**config.mk**
```make
export PLATFORM = sky130hd
export DESIGN_NAME = macd_signal_histogram
export DESIGN_NICKNAME = d
export VERILOG_FILES = /design/src/hdl/macd_pkg.sv /design/src/hdl/macd_signal_histogram.sv /design/src/hdl/macd_smooth_unit.sv
export SDC_FILE = /design/constraint.sdc
export NUM_CORES = 2
export LEC_CHECK = 0
export BUFFER_PORTS_ARGS = -buffer_cell sky130_fd_sc_hd__buf_2
export CAP_MARGIN = 0
export CORE_ASPECT_RATIO = 1.4
export CORE_MARGIN = 5
export CORE_UTILIZATION = 50
export DETAILED_ROUTE_END_ITERATION = 12
export PLACE_DENSITY_LB_ADDON = 0.08
export SLEW_MARGIN = 20
export SYNTH_ARGS = -nofsm -noshare
export SYNTH_HDL_FRONTEND = slang
export SYNTH_SLANG_ARGS = --single-unit
```
**constraint.sdc**
```tcl
create_clock -name i_clk -period 14.15 [get_ports i_clk]
set_input_delay 2.1225 -clock i_clk [delete_from_list [all_inputs] [get_ports i_clk]]
set_output_delay 2.1225 -clock i_clk [all_outputs]
set_load 0.02 [all_outputs]
```
**src/hdl/macd_pkg.sv**
```systemverilog
package macd_pkg;

    localparam int SAMPLE_WIDTH    = 32;
    localparam int AVG_WIDTH       = 48;
    localparam int GUARD_BITS      = AVG_WIDTH - SAMPLE_WIDTH;
    localparam int DIFF_WIDTH      = AVG_WIDTH + 1;

    localparam int ALPHA_WIDTH     = 17;
    localparam int ALPHA_FRAC      = 16;
    localparam logic [ALPHA_WIDTH-1:0] ALPHA_ONE = ALPHA_WIDTH'(1 << ALPHA_FRAC);

    localparam int HI_WIDTH        = DIFF_WIDTH - ALPHA_FRAC;
    localparam int PROD_WIDTH      = HI_WIDTH + ALPHA_WIDTH + 1;
    localparam int PART_WIDTH      = ALPHA_FRAC + 1;

    localparam int CFG_INDEX_WIDTH = 2;
    localparam logic [CFG_INDEX_WIDTH-1:0] REG_SHORT_ALPHA  = 2'd0;
    localparam logic [CFG_INDEX_WIDTH-1:0] REG_LONG_ALPHA   = 2'd1;
    localparam logic [CFG_INDEX_WIDTH-1:0] REG_SIGNAL_ALPHA = 2'd2;

    localparam logic [ALPHA_WIDTH-1:0] SHORT_ALPHA_RESET  = 17'd10082;
    localparam logic [ALPHA_WIDTH-1:0] LONG_ALPHA_RESET   = 17'd4855;
    localparam logic [ALPHA_WIDTH-1:0] SIGNAL_ALPHA_RESET = 17'd13107;

    // round half up to the sample format, then saturate
    function automatic logic signed [SAMPLE_WIDTH-1:0] f_to_output(
        input logic signed [DIFF_WIDTH-1:0] v
    );
        logic signed [DIFF_WIDTH:0]            t;
        logic signed [DIFF_WIDTH-GUARD_BITS:0] s;
        logic                                  over_hi;
        logic                                  over_lo;
        t = {v[DIFF_WIDTH-1], v} + (DIFF_WIDTH+1)'(1 << (GUARD_BITS - 1));
        s = t[DIFF_WIDTH:GUARD_BITS];
        over_hi = !s[DIFF_WIDTH-GUARD_BITS] && (|s[DIFF_WIDTH-GUARD_BITS-1:SAMPLE_WIDTH-1]);
        over_lo = s[DIFF_WIDTH-GUARD_BITS] && !(&s[DIFF_WIDTH-GUARD_BITS-1:SAMPLE_WIDTH-1]);
        if (over_hi) begin
            f_to_output = {1'b0, {(SAMPLE_WIDTH-1){1'b1}}};
        end else if (over_lo) begin
            f_to_output = {1'b1, {(SAMPLE_WIDTH-1){1'b0}}};
        end else begin
            f_to_output = s[SAMPLE_WIDTH-1:0];
        end
    endfunction

endpackage

```
**src/hdl/macd_signal_histogram.sv**
```systemverilog
// A new item is taken only once the previous result has been loaded into the output
// register; a seeding item skips the average updates. Three dependent average updates
// share one multiplier.
// The block takes a new item while the previous result still waits in the output register.
// Reset (synchronous, active low) loads the default factors, clears the averages
// and arms seeding.
module macd_signal_histogram (
    input  logic                                      i_clk,
    input  logic                                      i_rst_n,
    input  logic                                      i_valid,
    output logic                                      o_stall,
    input  logic signed [macd_pkg::SAMPLE_WIDTH-1:0]  i_price,
    input  logic                                      i_last_in_series,
    input  logic                                      i_cfg_we,
    input  logic [macd_pkg::CFG_INDEX_WIDTH-1:0]      i_cfg_index,
    input  logic [macd_pkg::ALPHA_WIDTH-1:0]          i_cfg_data,
    output logic                                      o_valid,
    input  logic                                      i_stall,
    output logic signed [macd_pkg::SAMPLE_WIDTH-1:0]  o_macd_value,
    output logic signed [macd_pkg::SAMPLE_WIDTH-1:0]  o_signal_value,
    output logic signed [macd_pkg::SAMPLE_WIDTH-1:0]  o_histogram_value,
    output logic                                      o_series_end
);
    import macd_pkg::*;

    localparam logic [2:0] T_IDLE   = 3'd0;
    localparam logic [2:0] T_SHORT  = 3'd1;
    localparam logic [2:0] T_LONG   = 3'd2;
    localparam logic [2:0] T_DIFF   = 3'd3;
    localparam logic [2:0] T_SIGNAL = 3'd4;
    localparam logic [2:0] T_HIST   = 3'd5;
    localparam logic [2:0] T_OUT    = 3'd6;

    logic [2:0]                    r_state;
    logic                          r_start;
    logic                          r_seed_pending;
    logic                          r_seeding;
    logic                          r_last;
    logic [ALPHA_WIDTH-1:0]        r_short_alpha;
    logic [ALPHA_WIDTH-1:0]        r_long_alpha;
    logic [ALPHA_WIDTH-1:0]        r_signal_alpha;
    logic signed [AVG_WIDTH-1:0]   r_short;
    logic signed [AVG_WIDTH-1:0]   r_long;
    logic signed [AVG_WIDTH-1:0]   r_signal;
    logic signed [AVG_WIDTH-1:0]   r_x;
    logic signed [AVG_WIDTH-1:0]   r_diff;
    logic signed [DIFF_WIDTH-1:0]  r_hist;
    logic                          r_out_valid;
    logic signed [SAMPLE_WIDTH-1:0] r_macd;
    logic signed [SAMPLE_WIDTH-1:0] r_sig_out;
    logic signed [SAMPLE_WIDTH-1:0] r_hist_out;
    logic                          r_series_end;

    logic                          accept;
    logic                          out_load;
    logic [ALPHA_WIDTH-1:0]        n_alpha_cfg;
    logic signed [DIFF_WIDTH-1:0]  n_diff_wide;
    logic signed [AVG_WIDTH-1:0]   n_diff_sat;
    logic signed [AVG_WIDTH-1:0]   u_prev;
    logic signed [AVG_WIDTH-1:0]   u_target;
    logic [ALPHA_WIDTH-1:0]        u_alpha;
    logic                          u_done;
    logic signed [AVG_WIDTH-1:0]   u_result;

    assign accept   = i_valid && !o_stall;
    assign out_load = (r_state == T_OUT) && (!r_out_valid || !i_stall);

    assign n_alpha_cfg = (i_cfg_data > ALPHA_ONE) ? ALPHA_ONE : i_cfg_data;

    assign n_diff_wide = {r_short[AVG_WIDTH-1], r_short} - {r_long[AVG_WIDTH-1], r_long};
    assign n_diff_sat  = (n_diff_wide[DIFF_WIDTH-1] != n_diff_wide[AVG_WIDTH-1])
                       ? {n_diff_wide[DIFF_WIDTH-1], {(AVG_WIDTH-1){!n_diff_wide[DIFF_WIDTH-1]}}}
                       : n_diff_wide[AVG_WIDTH-1:0];

    always_comb begin
        unique case (r_state)
            T_LONG: begin
                u_prev   = r_long;
                u_target = r_x;
                u_alpha  = r_long_alpha;
            end
            T_SIGNAL: begin
                u_prev   = r_signal;
                u_target = r_diff;
                u_alpha  = r_signal_alpha;
            end
            default: begin
                u_prev   = r_short;
                u_target = r_x;
                u_alpha  = r_short_alpha;
            end
        endcase
    end

    macd_smooth_unit u_smooth (
        .i_clk    (i_clk),
        .i_rst_n  (i_rst_n),
        .i_start  (r_start),
        .i_prev   (u_prev),
        .i_target (u_target),
        .i_alpha  (u_alpha),
        .o_done   (u_done),
        .o_result (u_result)
    );

    always_ff @(posedge i_clk) begin
        if (!i_rst_n) begin
            r_short_alpha  <= SHORT_ALPHA_RESET;
            r_long_alpha   <= LONG_ALPHA_RESET;
            r_signal_alpha <= SIGNAL_ALPHA_RESET;
        end else if (i_cfg_we) begin
            unique case (i_cfg_index)
                REG_SHORT_ALPHA:  r_short_alpha  <= n_alpha_cfg;
                REG_LONG_ALPHA:   r_long_alpha   <= n_alpha_cfg;
                REG_SIGNAL_ALPHA: r_signal_alpha <= n_alpha_cfg;
                default: begin
                end
            endcase
        end
    end

    always_ff @(posedge i_clk) begin
        if (!i_rst_n) begin
            r_state        <= T_IDLE;
            r_start        <= 1'b0;
            r_seed_pending <= 1'b1;
            r_seeding      <= 1'b0;
            r_out_valid    <= 1'b0;
            r_short        <= '0;
            r_long         <= '0;
            r_signal       <= '0;
        end else begin
            r_start <= 1'b0;
            if (r_out_valid && !i_stall) begin
                r_out_valid <= 1'b0;
            end
            unique case (r_state)
                T_IDLE: begin
                    if (accept) begin
                        r_seeding      <= r_seed_pending;
                        r_seed_pending <= i_last_in_series;
                        if (r_seed_pending) begin
                            r_short  <= {i_price, {GUARD_BITS{1'b0}}};
                            r_long   <= {i_price, {GUARD_BITS{1'b0}}};
                            r_signal <= '0;
                            r_state  <= T_DIFF;
                        end else begin
                            r_start <= 1'b1;
                            r_state <= T_SHORT;
                        end
                    end
                end
                T_SHORT: begin
                    if (u_done) begin
                        r_short <= u_result;
                        r_start <= 1'b1;
                        r_state <= T_LONG;
                    end
                end
                T_LONG: begin
                    if (u_done) begin
                        r_long  <= u_result;
                        r_state <= T_DIFF;
                    end
                end
                T_DIFF: begin
                    if (r_seeding) begin
                        r_state <= T_HIST;
                    end else begin
                        r_start <= 1'b1;
                        r_state <= T_SIGNAL;
                    end
                end
                T_SIGNAL: begin
                    if (u_done) begin
                        r_signal <= u_result;
                        r_state  <= T_HIST;
                    end
                end
                T_HIST: begin
                    r_state <= T_OUT;
                end
                T_OUT: begin
                    if (out_load) begin
                        r_out_valid <= 1'b1;
                        r_state     <= T_IDLE;
                    end
                end
                default: begin
                    r_state <= T_IDLE;
                end
            endcase
        end
    end

    always_ff @(posedge i_clk) begin
        if (accept) begin
            r_x    <= {i_price, {GUARD_BITS{1'b0}}};
            r_last <= i_last_in_series;
        end
        if (r_state == T_DIFF) begin
            r_diff <= n_diff_sat;
        end
        if (r_state == T_HIST) begin
            r_hist <= {r_diff[AVG_WIDTH-1], r_diff} - {r_signal[AVG_WIDTH-1], r_signal};
        end
        if (out_load) begin
            r_macd       <= f_to_output({r_diff[AVG_WIDTH-1], r_diff});
            r_sig_out    <= f_to_output({r_signal[AVG_WIDTH-1], r_signal});
            r_hist_out   <= f_to_output(r_hist);
            r_series_end <= r_last;
        end
    end

    assign o_stall           = (r_state != T_IDLE);
    assign o_valid           = r_out_valid;
    assign o_macd_value      = r_macd;
    assign o_signal_value    = r_sig_out;
    assign o_histogram_value = r_hist_out;
    assign o_series_end      = r_series_end;

    a_done_in_update: assert property (@(posedge i_clk) disable iff (!i_rst_n)
        u_done |-> (r_state == T_SHORT || r_state == T_LONG || r_state == T_SIGNAL))
        else $error("smooth unit finished outside an average update");

    a_seed_skips_update: assert property (@(posedge i_clk) disable iff (!i_rst_n)
        (accept && r_seed_pending) |=> (r_state == T_DIFF && !r_start))
        else $error("seeding item started an average update");

    a_seed_zero_out: assert property (@(posedge i_clk) disable iff (!i_rst_n)
        (out_load && r_seeding) |=>
            (o_macd_value == '0 && o_signal_value == '0 && o_histogram_value == '0))
        else $error("seeding item gave a nonzero result");

endmodule

```
**src/hdl/macd_smooth_unit.sv**
```systemverilog
module macd_smooth_unit (
    input  logic                                   i_clk,
    input  logic                                   i_rst_n,
    input  logic                                   i_start,
    input  logic signed [macd_pkg::AVG_WIDTH-1:0]  i_prev,
    input  logic signed [macd_pkg::AVG_WIDTH-1:0]  i_target,
    input  logic [macd_pkg::ALPHA_WIDTH-1:0]       i_alpha,
    output logic                                   o_done,
    output logic signed [macd_pkg::AVG_WIDTH-1:0]  o_result
);
    import macd_pkg::*;

    localparam logic [1:0] U_IDLE = 2'd0;
    localparam logic [1:0] U_LO   = 2'd1;
    localparam logic [1:0] U_HI   = 2'd2;
    localparam logic [1:0] U_SUM  = 2'd3;

    logic [1:0]                    r_state;
    logic                          r_done;
    logic signed [AVG_WIDTH-1:0]   r_prev;
    logic [ALPHA_WIDTH-1:0]        r_alpha;
    logic signed [DIFF_WIDTH-1:0]  r_delta;
    logic [PART_WIDTH-1:0]         r_part;
    logic signed [DIFF_WIDTH-1:0]  r_base;
    logic signed [PROD_WIDTH-1:0]  r_prod;
    logic signed [AVG_WIDTH-1:0]   r_result;

    logic signed [HI_WIDTH-1:0]    mul_a;
    logic signed [ALPHA_WIDTH:0]   mul_b;
    logic signed [PROD_WIDTH-1:0]  mul_p;
    logic signed [PROD_WIDTH-1:0]  n_lo_round;
    logic signed [DIFF_WIDTH-1:0]  n_delta;
    logic signed [PROD_WIDTH-1:0]  n_sum;

    assign mul_a = (r_state == U_LO)
                 ? $signed({{(HI_WIDTH-ALPHA_FRAC){1'b0}}, r_delta[ALPHA_FRAC-1:0]})
                 : r_delta[DIFF_WIDTH-1:ALPHA_FRAC];
    assign mul_b = $signed({1'b0, r_alpha});
    assign mul_p = mul_a * mul_b;

    assign n_lo_round = mul_p + $signed(PROD_WIDTH'(1 << (ALPHA_FRAC - 1)));
    assign n_delta    = {i_target[AVG_WIDTH-1], i_target} - {i_prev[AVG_WIDTH-1], i_prev};
    assign n_sum      = {{(PROD_WIDTH-DIFF_WIDTH){r_base[DIFF_WIDTH-1]}}, r_base} + r_prod;

    always_ff @(posedge i_clk) begin
        if (!i_rst_n) begin
            r_state <= U_IDLE;
            r_done  <= 1'b0;
        end else begin
            r_done <= 1'b0;
            unique case (r_state)
                U_IDLE: begin
                    if (i_start) begin
                        r_state <= U_LO;
                    end
                end
                U_LO: begin
                    r_state <= U_HI;
                end
                U_HI: begin
                    r_state <= U_SUM;
                end
                U_SUM: begin
                    r_done  <= 1'b1;
                    r_state <= U_IDLE;
                end
                default: begin
                    r_state <= U_IDLE;
                end
            endcase
        end
    end

    always_ff @(posedge i_clk) begin
        if (r_state == U_IDLE && i_start) begin
            r_prev  <= i_prev;
            r_alpha <= i_alpha;
            r_delta <= n_delta;
        end
        if (r_state == U_LO) begin
            r_part <= n_lo_round[ALPHA_FRAC +: PART_WIDTH];
        end
        if (r_state == U_HI) begin
            r_prod <= mul_p;
            r_base <= {r_prev[AVG_WIDTH-1], r_prev}
                    + $signed({{(DIFF_WIDTH-PART_WIDTH){1'b0}}, r_part});
        end
        if (r_state == U_SUM) begin
            r_result <= n_sum[AVG_WIDTH-1:0];
        end
    end

    assign o_done   = r_done;
    assign o_result = r_result;

endmodule

```
==> results.md <==
* Number of port buffers at about 160
* Most frequent cells in the layout: inv_1 (779), nand2_1 (710), fa_1 (520)
* Share of cells above drive strength 1 at under 10%
* Gr ovfl total at 0
* Avg WL per Cell at approximately 22 um
* CP top delay family: adder cells
* Post-CTS Resized at 0
* DRC at 0
* Syn_nets at ~6800
* Clk_lat worst skew at approximately 0.67 ns
* Critical-path maximum fanout at 50
* Synth cell types at 120
* Mapped Area at roughly 0.058 mm^2
* Vias in the first global route at 44550
* Worst hold start: r_last
* Hold_buf cts at 0
* Final Slew Violations at 0
* Final #Nets at between 6000 and 7000
* Post-synth EDFFs at 487
* Gate Count Post-Synth at between 5000 and 6000
* Critical Setup Path Class: flop to flop
* Initial antenna violation count at 16
* Slowest stage delay, CP at 0.55 ns
* Clock Tree Buf Depth at 3
* Fmax achieved at around 0.12 GHz
* Remaining antenna violation count at 0
* Cell at the slowest stage of the critical path: buf_4
* Largest net degree at the start of global routing at 81
* Final hold vios at 0
* CTS root buffer: clkbuf_16
* DRT Pass-1 Iters at 5
* Max transition margin at approximately 28%
* Period utilization at around three fifths
* Total clock sinks at 692
* Routed vias/inst at about 5.7
* CP Data Required Time at between 10 and 15 ns
* RSZ-0062 raised after global routing: false
* Final setup viols at 0
* Most used flip-flop cell after synthesis: edfxtp_1
* GRT Total Usage at between 20% and 30%
* Sequential share of the synthesized area at between 30% and 40%
* Arrival time at the worst endpoint at ~8.6 ns
* Setup repair bufs after CTS at 0
* Final TNS setup at 0 ns
* Yosys top cell area share at 25.24%
* Io pins at roughly 160
* FFs w/ async S/R, synth at 0%
* Area Overhead vs Synth at 8.066%
* Starting density of the core at around half
* Startpoint types: flop
* Yosys synthesis warning count at 0
* Clk_skew at between 0.04 and 0.05 ns
* Fin worst setup slack at between 5 and 6 ns
* Std cell rows at between 100 and 150
* Crit. Startpoint: u_smooth.r_state[1]
* H-tree levels at 3
* Worst-path clk slew at roughly 0.070 ns
* Crit. End Element: flop
* Top cells by area, synth: edfxtp_1 (25%), fa_1 (18%), ha_1 (7.1%), dfxtp_1 (7.1%), inv_1 (5.1%)
* Worst Setup Slack post-DPL at about 5.8 ns
* Die Y at between 400 and 500 um
* HPWL Detailed at ~120000 um
* Vias at between 40000 and 50000
* Flops & latches, synth at slightly below 700
* Most used cell, CP: fa_1
* Most common cell after layout, fill and taps aside: inv_1
* Total die area at about 0.12 mm^2
* TritonCTS buffer count at 73
* Routability Congestion at ~0.9
* Worst slew pin tran at approximately 1.1 ns
* Outcome: completed
* Worst reg-to-reg setup slack at slightly below 6 ns
* Worst Path Buf+Inv at 6
* First-pass GRT wire length at approximately 260000 um
* Post-Syn Area per Cell at slightly below 10 um^2
* HP Class: flop to flop
* Max cap viols at 0
* Cell taking the most area after synthesis: edfxtp_1
* Clock period minus worst slack at approximately 8.3 ns
* Core area at ~0.11 mm^2
* Iteration-0 DRC count of the detailed router at roughly 2600
* TritonCTS clock tree: yes
* Reg-to-reg startpoint: u_smooth.r_state[1]
* Die width at 297.7 um
* WL final at 164900 um
-- path summary, 6_finish.rpt --
path	to	depth (start not counted)
max	u_smooth.r_part[16]	26
max reg2reg	u_smooth.r_part[16]	26
min	o_series_end	0
min reg2reg	o_series_end	0
-- metal layers --
layer / routed length (um) / track usage, % / share of wire (%) / vias up
li1: - / - / - / 19990
met1: 68540 / 33.80 / 42 / 21450
met2: 82890 / 47.41 / 50 / 1081
met3: 7883 / 3.026 / 4.8 / 271
met4: 5542 / 8.743 / 3.4 / 8
met5: 54 / 0 / 0.033 / -
-- sequential cells by signal (all words and copies together) (netlist names), 2 cells and up --
name / cells
o_histogram_value: 32
o_macd_value: 32
o_signal_value: 32
r_diff: 48
r_hist: 34
r_long: 48
r_long_alpha: 17
r_short: 48
r_short_alpha: 17
r_signal: 48
r_signal_alpha: 17
r_state: 3
r_x: 32
u_smooth.o_result: 48
u_smooth.r_alpha: 17
u_smooth.r_base: 48
u_smooth.r_delta: 49
u_smooth.r_part: 17
u_smooth.r_prev: 48
u_smooth.r_prod: 48
u_smooth.r_state: 2
-- area by class of cell --
class	instances	area (um^2)
Antenna cell	10	25.02
Clock buffer	89	1907
Clock inverter	45	549.3
Fill cell	10310	52340
Inverter	780	2928
Multi-Input combinational cell	4187	35320
Sequential cell	692	18730
Tap cell	1490	1864
Timing Repair Buffer	223	1292
-- worst register-to-register path: stages, from the launching register on --
cell and delay, ns:
dfxtp_1 0.38, inv_1 0.13, ha_2 0.17, buf_4 0.55, mux2_2 0.60, and2_1 0.23
fa_1 0.53, inv_1 0.07, fa_1 0.54, inv_1 0.06, fa_1 0.49, fa_1 0.46
fa_1 0.51, inv_1 0.05, fa_1 0.48, inv_1 0.05, ha_1 0.39, a21oi_1 0.16
nand3_1 0.11, a41o_1 0.20, nand2_1 0.12, o31ai_1 0.49, o21ai_0 0.29, xnor2_1 0.43
nand2_1 0.13, nor4b_2 0.26, xor2_1 0.12
-- cells in the mapped netlist, drive strengths merged, types with 6 or more instances --
library cell / count
a21oi: 258
o211ai: 44
ha: 329
o31ai: 14
inv: 780
xnor2: 222
or2: 11
or3: 14
and4: 15
nor4: 15
o21ai: 191
mux2i: 71
o211a: 68
dfxtp: 205
buf: 28
a211oi: 23
nor3b: 8
nand4: 43
nor3: 72
a31o: 7
clkbuf: 227
a31oi: 28
and3: 78
nand2b: 35
o21a: 39
a21boi: 110
a2111oi: 6
edfxtp: 487
nand3b: 7
mux2: 48
nand3: 191
fa: 520
nand2: 717
a21o: 104
o21bai: 36
xor2: 120
nor2b: 65
a211o: 13
a22oi: 19
and2: 354
nor2: 158
a221oi: 54
-- through the flow --
| step | utilization, % | hold slack [ns] | cell area (um^2) | instances |
|---|---|---|---|---|
| 6_report | 54.47 | 0.4309 | 62610 | 7516 |
| 5_1_grt | 54.45 | 0.4486 | 62600 | 7510 |
| 4_1_cts | 54.44 | 0.4369 | 62580 | 7506 |
| 3_5_place_dp | 52.30 | 0.4135 | 60130 | 7372 |
| 3_3_place_gp | 52.30 | 0.4202 | 60130 | 7372 |
| 2_1_floorplan | - | 0.4003 | 57940 | 5915 |
-- cells by family after synthesis --
logic type	count (synthesis)	share of synthesized area (%)
flip-flops	692	32.32
adder cells (fa/ha/maj)	852	25.12
AND/OR/NAND/NOR	1802	15.54
AO/OA/AOI/OAI	1072	12.78
multiplexers	119	2.160
XOR/XNOR	342	5.183
buffers and inverters	1036	6.891
Power is left out: the tool's default activity adds up to more than one toggle a clock period on the data nets, which glitch-free logic cannot reach.
